$ cat src/tcp_segment_checksum_check_unit_macros.svh
// Assertion macros shared by the checksum checker.
`ifndef TCP_SEGMENT_CHECKSUM_CHECK_UNIT_MACROS_SVH
`define TCP_SEGMENT_CHECKSUM_CHECK_UNIT_MACROS_SVH

// Concurrent check on the rising clock, quiet while reset is held.
`define TCPCK_ASSERT(lbl, prop, msg) \
  lbl: assert property (@(posedge clk_i) disable iff (!rst_ni) (prop)) else $error(msg);

// Same-cycle implication built on the macro above.
`define TCPCK_ASSERT_IMPLIES(lbl, ante, cons, msg) \
  `TCPCK_ASSERT(lbl, (ante) |-> (cons), msg)

`endif

$ cat src/tcpck_pkg.sv
package tcpck_pkg;

  localparam int unsigned HEADER_BYTES = 20;
  localparam int unsigned OFFSET_BYTE  = 12;
  localparam int unsigned COUNT_W      = 17;

  localparam logic [15:0] PROTO_TCP = 16'd6;
  localparam logic [15:0] WORD_MASK = 16'hFFFF;

  localparam logic [2:0] VERDICT_ACCEPT     = 3'd0;
  localparam logic [2:0] VERDICT_TOO_SHORT  = 3'd1;
  localparam logic [2:0] VERDICT_BAD_OFFSET = 3'd2;
  localparam logic [2:0] VERDICT_TOO_LONG   = 3'd3;
  localparam logic [2:0] VERDICT_BAD_SUM    = 3'd4;

  // One registered input item: the byte, its end mark and the
  // pseudo-header seed already folded from the two addresses and protocol.
  typedef struct packed {
    logic [7:0]  data_byte;
    logic        last_byte;
    logic [15:0] seed;
  } item_t;

  // Fold a sum of up to eight 16-bit words into a one's-complement word.
  function automatic logic [15:0] oc_fold(input logic [18:0] total);
    logic [16:0] s1;
    logic [16:0] s2;
    s1 = {1'b0, total[15:0]} + {14'd0, total[18:16]};
    s2 = {1'b0, s1[15:0]} + {16'd0, s1[16]};
    return s2[15:0];
  endfunction

endpackage

$ cat src/tcpck_in_stage.sv
module tcpck_in_stage (
  input  logic                clk_i,
  input  logic                rst_ni,
  input  logic                in_valid_i,
  output logic                in_ready_o,
  input  logic [7:0]          data_byte_i,
  input  logic                last_byte_i,
  input  logic [31:0]         src_addr_i,
  input  logic [31:0]         dst_addr_i,
  output logic                item_valid_o,
  input  logic                item_ready_i,
  output tcpck_pkg::item_t    item_o
);
  import tcpck_pkg::*;

  logic        valid_q;
  logic        valid_d;
  item_t       item_q;
  logic        load;
  logic [18:0] seed_total;

  // Pseudo-header words: both addresses and the protocol number.
  assign seed_total = {3'd0, src_addr_i[31:16]} + {3'd0, src_addr_i[15:0]}
                    + {3'd0, dst_addr_i[31:16]} + {3'd0, dst_addr_i[15:0]}
                    + {3'd0, PROTO_TCP};

  assign in_ready_o = !valid_q || item_ready_i;
  assign load       = in_valid_i && in_ready_o;

  always_comb begin
    valid_d = valid_q;
    if (load) begin
      valid_d = 1'b1;
    end else if (item_ready_i) begin
      valid_d = 1'b0;
    end
  end

  always_ff @(posedge clk_i or negedge rst_ni) begin
    if (!rst_ni) begin
      valid_q <= 1'b0;
    end else begin
      valid_q <= valid_d;
    end
  end

  always_ff @(posedge clk_i) begin
    if (load) begin
      item_q.data_byte <= data_byte_i;
      item_q.last_byte <= last_byte_i;
      item_q.seed      <= oc_fold(seed_total);
    end
  end

  assign item_valid_o = valid_q;
  assign item_o       = item_q;

endmodule

$ cat src/tcpck_core.sv
module tcpck_core (
  input  logic                clk_i,
  input  logic                rst_ni,
  input  logic                item_valid_i,
  output logic                item_ready_o,
  input  tcpck_pkg::item_t    item_i,
  output logic                res_valid_o,
  input  logic                res_ready_i,
  output logic [15:0]         checksum_value_o,
  output logic [2:0]          verdict_o,
  output logic [15:0]         segment_length_o
);
  import tcpck_pkg::*;

  logic [15:0]        sum_q, sum_d;
  logic [7:0]         pend_q, pend_d;
  logic [COUNT_W-1:0] cnt_q, cnt_d;
  logic [3:0]         offset_q, offset_d;
  logic               res_valid_q, res_valid_d;
  logic [15:0]        cks_q;
  logic [2:0]         verdict_q;
  logic [15:0]        len_q;

  logic               advance;
  logic               cnt_sat;
  logic [15:0]        base;
  logic [15:0]        word;
  logic [COUNT_W-1:0] cnt_next;
  logic [15:0]        seg_len;
  logic [15:0]        len_term;
  logic [18:0]        total;
  logic [15:0]        sum_new;
  logic [15:0]        cks;
  logic [3:0]         offset_new;
  logic [COUNT_W-1:0] doff;
  logic [2:0]         verdict;

  // An item with no result never waits on the result register.
  assign item_ready_o = !item_i.last_byte || !res_valid_q || res_ready_i;
  assign advance      = item_valid_i && item_ready_o;

  assign cnt_sat  = cnt_q[COUNT_W-1];
  assign base     = (cnt_q == '0) ? item_i.seed : sum_q;
  assign cnt_next = cnt_sat ? cnt_q : cnt_q + COUNT_W'(1);
  assign seg_len  = cnt_next[COUNT_W-1] ? WORD_MASK : cnt_next[15:0];
  assign len_term = item_i.last_byte ? seg_len : 16'd0;

  always_comb begin
    word = 16'd0;
    if (!cnt_sat) begin
      if (cnt_q[0]) begin
        word = {pend_q, item_i.data_byte};
      end else if (item_i.last_byte) begin
        word = {item_i.data_byte, 8'd0};
      end
    end
  end

  assign total      = {3'd0, base} + {3'd0, word} + {3'd0, len_term};
  assign sum_new    = oc_fold(total);
  assign cks        = ~sum_new;
  assign offset_new = (cnt_q == COUNT_W'(OFFSET_BYTE)) ? item_i.data_byte[7:4] : offset_q;
  assign doff       = {{(COUNT_W-6){1'b0}}, offset_new, 2'b00};

  always_comb begin
    if (cnt_next < COUNT_W'(HEADER_BYTES)) begin
      verdict = VERDICT_TOO_SHORT;
    end else if (doff < COUNT_W'(HEADER_BYTES) || doff > cnt_next) begin
      verdict = VERDICT_BAD_OFFSET;
    end else if (cnt_next[COUNT_W-1]) begin
      verdict = VERDICT_TOO_LONG;
    end else if (cks != 16'd0) begin
      verdict = VERDICT_BAD_SUM;
    end else begin
      verdict = VERDICT_ACCEPT;
    end
  end

  always_comb begin
    sum_d    = sum_q;
    pend_d   = pend_q;
    cnt_d    = cnt_q;
    offset_d = offset_q;
    if (advance) begin
      if (item_i.last_byte) begin
        sum_d    = 16'd0;
        pend_d   = 8'd0;
        cnt_d    = '0;
        offset_d = 4'd0;
      end else begin
        sum_d    = sum_new;
        pend_d   = (!cnt_sat && !cnt_q[0]) ? item_i.data_byte : pend_q;
        cnt_d    = cnt_next;
        offset_d = offset_new;
      end
    end
  end

  always_comb begin
    res_valid_d = res_valid_q;
    if (advance && item_i.last_byte) begin
      res_valid_d = 1'b1;
    end else if (res_ready_i) begin
      res_valid_d = 1'b0;
    end
  end

  always_ff @(posedge clk_i or negedge rst_ni) begin
    if (!rst_ni) begin
      sum_q       <= 16'd0;
      pend_q      <= 8'd0;
      cnt_q       <= '0;
      offset_q    <= 4'd0;
      res_valid_q <= 1'b0;
    end else begin
      sum_q       <= sum_d;
      pend_q      <= pend_d;
      cnt_q       <= cnt_d;
      offset_q    <= offset_d;
      res_valid_q <= res_valid_d;
    end
  end

  always_ff @(posedge clk_i) begin
    if (advance && item_i.last_byte) begin
      cks_q     <= cks;
      verdict_q <= verdict;
      len_q     <= seg_len;
    end
  end

  assign res_valid_o      = res_valid_q;
  assign checksum_value_o = cks_q;
  assign verdict_o        = verdict_q;
  assign segment_length_o = len_q;

endmodule

$ cat src/tcp_segment_checksum_check_unit.sv
// TCP segment checksum checker. A segment enters one byte per item in wire
// order, with the IPv4 source and destination addresses alongside; the
// addresses are used only on the first byte of a segment, where they and
// protocol 6 seed a 16-bit one's-complement sum. Bytes pair into big-endian
// words, an odd final byte is padded with a zero low byte, and the high
// nibble of byte 12 is kept as the data offset. The item marked with tlast
// closes the segment: the length (saturated at 65535) is added as the last
// pseudo-header word and one result item carries the complemented checksum,
// the verdict and the length. Verdicts, first match wins: too short (under
// 20 bytes), bad data offset (offset*4 under 20 or beyond the length), too
// long (over 65535 bytes, later bytes are not summed), checksum not zero,
// otherwise accept. Items that are not last give no result. The block takes
// one item per clock with no gaps unless a last byte stalls as below; each
// item crosses an input register and one end-around add into the running
// sum, and a last byte leaving the input register loads the result register.
// The single result register lets the bytes of the next segment keep
// flowing while a result waits to be taken; only a second last byte stalls
// until the first result leaves.
module tcp_segment_checksum_check_unit (
  input  logic        clk_i,
  input  logic        rst_ni,
  input  logic        s_axis_tvalid_i,
  output logic        s_axis_tready_o,
  input  logic [71:0] s_axis_tdata_i,  // data_byte[7:0], src_addr[39:8], dst_addr[71:40]
  input  logic        s_axis_tlast_i,  // last_byte
  output logic        m_axis_tvalid_o,
  input  logic        m_axis_tready_i,
  output logic [39:0] m_axis_tdata_o   // checksum_value[15:0], verdict[18:16],
                                       // segment_length[34:19], zero[39:35]
);
  import tcpck_pkg::*;

  `include "tcp_segment_checksum_check_unit_macros.svh"

  logic        item_valid;
  logic        item_ready;
  item_t       item;
  logic [15:0] checksum_value;
  logic [2:0]  verdict;
  logic [15:0] segment_length;

  tcpck_in_stage u_in_stage (
    .clk_i        (clk_i),
    .rst_ni       (rst_ni),
    .in_valid_i   (s_axis_tvalid_i),
    .in_ready_o   (s_axis_tready_o),
    .data_byte_i  (s_axis_tdata_i[7:0]),
    .last_byte_i  (s_axis_tlast_i),
    .src_addr_i   (s_axis_tdata_i[39:8]),
    .dst_addr_i   (s_axis_tdata_i[71:40]),
    .item_valid_o (item_valid),
    .item_ready_i (item_ready),
    .item_o       (item)
  );

  tcpck_core u_core (
    .clk_i            (clk_i),
    .rst_ni           (rst_ni),
    .item_valid_i     (item_valid),
    .item_ready_o     (item_ready),
    .item_i           (item),
    .res_valid_o      (m_axis_tvalid_o),
    .res_ready_i      (m_axis_tready_i),
    .checksum_value_o (checksum_value),
    .verdict_o        (verdict),
    .segment_length_o (segment_length)
  );

  assign m_axis_tdata_o = {5'd0, segment_length, verdict, checksum_value};

  // An accepted segment must have a zero checksum and a full header.
  `TCPCK_ASSERT_IMPLIES(a_accept_clean, m_axis_tvalid_o && verdict == VERDICT_ACCEPT, checksum_value == 16'd0 && segment_length >= 16'(HEADER_BYTES), "accept verdict with bad sum or length")
  // A short segment is always reported as too short, whatever else holds.
  `TCPCK_ASSERT_IMPLIES(a_short_first, m_axis_tvalid_o && segment_length < 16'(HEADER_BYTES), verdict == VERDICT_TOO_SHORT, "short segment not flagged first")
  // A new result only follows a last item leaving the input register.
  `TCPCK_ASSERT(a_result_from_last, $rose(m_axis_tvalid_o) |-> $past(item_valid && item_ready && item.last_byte), "result without a last byte")
  // The input register never drops an item that the core has not taken.
  `TCPCK_ASSERT(a_item_held, (item_valid && !item_ready) |=> item_valid, "pending item lost")

endmodule
$ cat config.mk
export PLATFORM = sky130hd
export DESIGN_NAME = tcp_segment_checksum_check_unit
export DESIGN_NICKNAME = d
export VERILOG_FILES = /design/src/tcpck_pkg.sv /design/src/tcpck_in_stage.sv /design/src/tcpck_core.sv /design/src/tcp_segment_checksum_check_unit.sv
export VERILOG_INCLUDE_DIRS = /design/src /design/src/src
export SDC_FILE = /design/constraint.sdc
export NUM_CORES = 1
export LEC_CHECK = 0
export BUFFER_PORTS_ARGS = -buffer_cell sky130_fd_sc_hd__buf_2
export CORE_MARGIN = 2
export CORE_UTILIZATION = 25
export CTS_CLUSTER_DIAMETER = 40
export DETAILED_ROUTE_END_ITERATION = 10
export HOLD_SLACK_MARGIN = 0.05
export PLACE_DENSITY = 0.47
export SYNTH_ARGS = -nofsm -noshare
export SYNTH_HDL_FRONTEND = slang
export SYNTH_SLANG_ARGS = --single-unit
export TNS_END_PERCENT = 5
$ cat constraint.sdc
create_clock -name clk_i -period 13.97 [get_ports clk_i]
set_input_delay 0.6985 -clock clk_i [delete_from_list [all_inputs] [get_ports clk_i]]
set_output_delay 0.6985 -clock clk_i [all_outputs]
set_load 0.005 [all_outputs]
==> results by group <==
Critical path
  – Crit-path max cell delay: between 0.6 and 0.7 ns
  – Crit. End Element: flip-flop
  – Arrival time of the worst setup path: between 10 and 15 ns
  – Maximum fanout along the worst path: 19
  – Critical Path Slowest Stage Cell: or3_1
  – Startpoint types: flip-flop
  – Category of the critical setup timing path: flip-flop to flip-flop
  – Required time of the critical path: roughly 14 ns

Place
  – GPL Wtd Cong: around 0.87
  – IO Port Bufs: between 100 and 150
  – Half-perimeter wire length after detailed placement: 21,200 um

Logic synthesis
  – Post-synth EDFFs: 60
  – Post-synthesis cell area: roughly 10000 um2
  – Cell variety after synth: 84
  – Most instantiated flip-flop cell in the synthesis netlist: edfxtp_1
  – Async SR Flop Fraction: between 40% and 50%
  – Post-Syn Area per Cell: ~9 um2
  – Mapped Cells: 1,093
  – Seq/Total Area, Yosys: a little under a third
  – Synth warnings: 0
  – Register bit count reported by yosys: 107

Clock tree
  – Clock sink count: 107
  – H-tree depth: 3
  – Clock transition at the registers of the reported paths: 0.08 ns
  – CTS root buffer: clkbuf_16
  – Inserted Clock Buffers: 9
  – Maximum root-to-sink buffer count: 2
  – CTS tree: yes
  – Post CTS Setup Buffer Count: 0
  – Number of instances resized during post-cts repair: 0
  – Clock network latency to the later pin of the worst-skew pair: roughly 0.36 ns
  – Hold_buf cts: 0

Drt
  – Total via count in the routed design: between 8,000 and 9,000
  – Detailed-router iteration count before antenna repair: 7
  – Count of antenna-violating nets left after detailed routing: 0
  – Post-detailed-route DRC marker count: 0
  – 1st-iter DRT viols: about 530
  – Routed via count divided by cell count: approximately 4.7
  – Routed length per placed instance: about 15 um
  – Final wirelength: 26,500 um

GRT
  – Global route overflow: 0
  – Initial antenna violation count: 2
  – Overall routing resource usage: between 10% and 20%
  – Via count of the first global-routing pass: around 7,800
  – Maximum number of pins on one net before global-route repair: 48
  – Wire length of the first global-routing pass: about 42,000 um

Finish
  – Synth-to-Final Area Change: 14.4%
  – Commonest non-fill, non-tap cell in the layout: buf_2
  – Most frequent cells in the layout: buf_2, nand2_1, inv_1, ha_1, xnor2_1
  – Area used by sequential logic in the layout: slightly below 3000 um2
  – Area used by multi-input combinational logic: 6250 um2
  – Share of layout cells above drive strength 1: 14.1%
  – Final nets: 1,379
  – Total of fill cells in the finished design: 4,113

STA
  – Final Setup Violations: 0
  – Final TNS setup: 0 ns
  – Final Skew: around 0.012 ns
  – Worst-margin pin slew: roughly 1.1 ns
  – Post-route minimum period: 11.22 ns
  – Worst relative slew slack: 23.6%
  – Final number of max-transition violations: 0
  – Max frequency: 89.2 MHz
  – Crit share post-route: roughly 80%
  – Final-report hold violation count: 0
  – Unrepaired setup endpoints after global routing: false

Die
  – Effective utilization at floorplan: about a quarter
  – Die height: 202 um
  – Die width: just over 200 um
  – Core ar.: around 39,000 um2
  – Standard-cell row count: 72
  – Area of the die: between 40,000 and 50,000 um2
  – # IOs: about 120

Status
  – Result of the run: finished, final reports clean

Power
  – Overall power after layout: approximately 2.3 mW
  – Peak supply drop: a little over 90 uV
  – Power density cells: roughly 200 nW/um2
  – Cell leakage power: 5.06 nW

Run
  – Max-cap violation count: 0

Worst hold path
  – HP Class: primary input to async pin
==> cells in the mapped netlist, drive strengths merged, types with 20 or more instances <==
cell | count | area (um2)
nand2 | 108 | 408
inv | 105 | 394
ha | 95 | 1190
xnor2 | 67 | 594
o21ai | 64 | 320
edfxtp | 60 | 1800
a21oi | 53 | 269
nor2 | 53 | 199
dfrtp | 47 | 1180
xor2 | 37 | 332
clkbuf | 34 | 129
nand3 | 32 | 160
and2 | 25 | 156
fa | 22 | 440
nor3 | 20 | 105
==> final cells by class <==
type	count	share of cell area (%)
diodes	1	0.0223
flip-flops and latches	107	26.6
inverters	106	3.55
repair buffers	119	5.45
clock inverters	5	0.580
well taps	518	5.78
clock buffers	11	2.27
multi-input cells	842	55.8
==> registers in the layout, summed over array words and instances (netlist names) <==
signal	cells
u_core.verdict_o	3
u_core.checksum_value_o	16
u_core.offset_q	4
u_core.pend_q	8
u_core.cnt_q	17
u_in_stage.item_valid_o	1
u_core.sum_q	16
u_core.res_valid_o	1
u_core.segment_length_o	16
u_in_stage.item_o	25
==> routing by layer <==
layer,track usage (%),wire (um),vias up
li1,-,-,4069
met1,17.4,12400,3737
met2,21.6,12300,201
met3,2.02,1300,28
met4,3.81,464,2
met5,0,14,-
==> where the power goes <==
group / leakage [nW] / switching [mW] / internal [mW]
clock network: 0.158 / 0.123 / 0.153
logic: 3.70 / 0.917 / 0.577
registers: 1.20 / 0.0337 / 0.449
==> per-stage QoR <==
| step | cells | instance area, um2 | setup slack, ns | util [%] | hold slack [ns] |
|---|---|---|---|---|---|
| after detailed placement | 1692 | 10900 | 2.83 | 28.2 | 0.465 |
| after global placement | 1692 | 10900 | 3.04 | 28.2 | 0.460 |
| final | 1709 | 11200 | 2.75 | 29.0 | 0.438 |
| after global routing | 1708 | 11200 | 1.63 | 29.0 | 0.494 |
| after CTS | 1708 | 11200 | 2.76 | 29.0 | 0.471 |
| after floorplan | 1097 | 9810 | 4.13 | - | 0.403 |
==> worst paths after layout <==
check                                                  from                                 to  slack [ns]  cells after the start
worst max register to register  u_core.cnt_q[0]$_DFFE_PN0P_  u_core.verdict_o[2]$_SDFFCE_PP0P_        2.75                     44
min in group clk_i              u_core.sum_q[1]$_DFFE_PN0P_        u_core.sum_q[1]$_DFFE_PN0P_        0.48                      2
worst min register to register  u_core.sum_q[1]$_DFFE_PN0P_        u_core.sum_q[1]$_DFFE_PN0P_        0.48                      2
worst min-delay path                                 rst_ni        u_core.cnt_q[7]$_DFFE_PN0P_        0.44                      2
max in group asynchronous                            rst_ni       u_core.sum_q[12]$_DFFE_PN0P_       13.06                      2
worst max-delay path            u_core.cnt_q[0]$_DFFE_PN0P_  u_core.verdict_o[2]$_SDFFCE_PP0P_        2.75                     44
==> worst max-delay path: cells and delay by family, from the launching register on <==
family                   cells  cell delay [ns]
buffers and inverters        2             0.29
AND/OR/NAND/NOR             14             4.03
AO/OA/AOI/OAI               16             2.93
XOR/XNOR                     3             0.58
adder cells (fa/ha/maj)      8             2.19
multiplexers                 1             0.39
flip-flops                   1             0.56
==> cell families (layout without fill, tap and decap cells) <==
kind of cell,count (synthesis),count (layout),synth area share [%]
AO/OA/AOI/OAI,259,259,17.7
XOR/XNOR,105,105,9.69
adder cells (fa/ha/maj),117,117,16.6
buffers and inverters,148,241,5.90
flip-flops,107,107,30.4
multiplexers,25,25,2.80
other,1,6,0.0383
AND/OR/NAND/NOR,331,331,16.8
(Power assumes the default switching activity.)
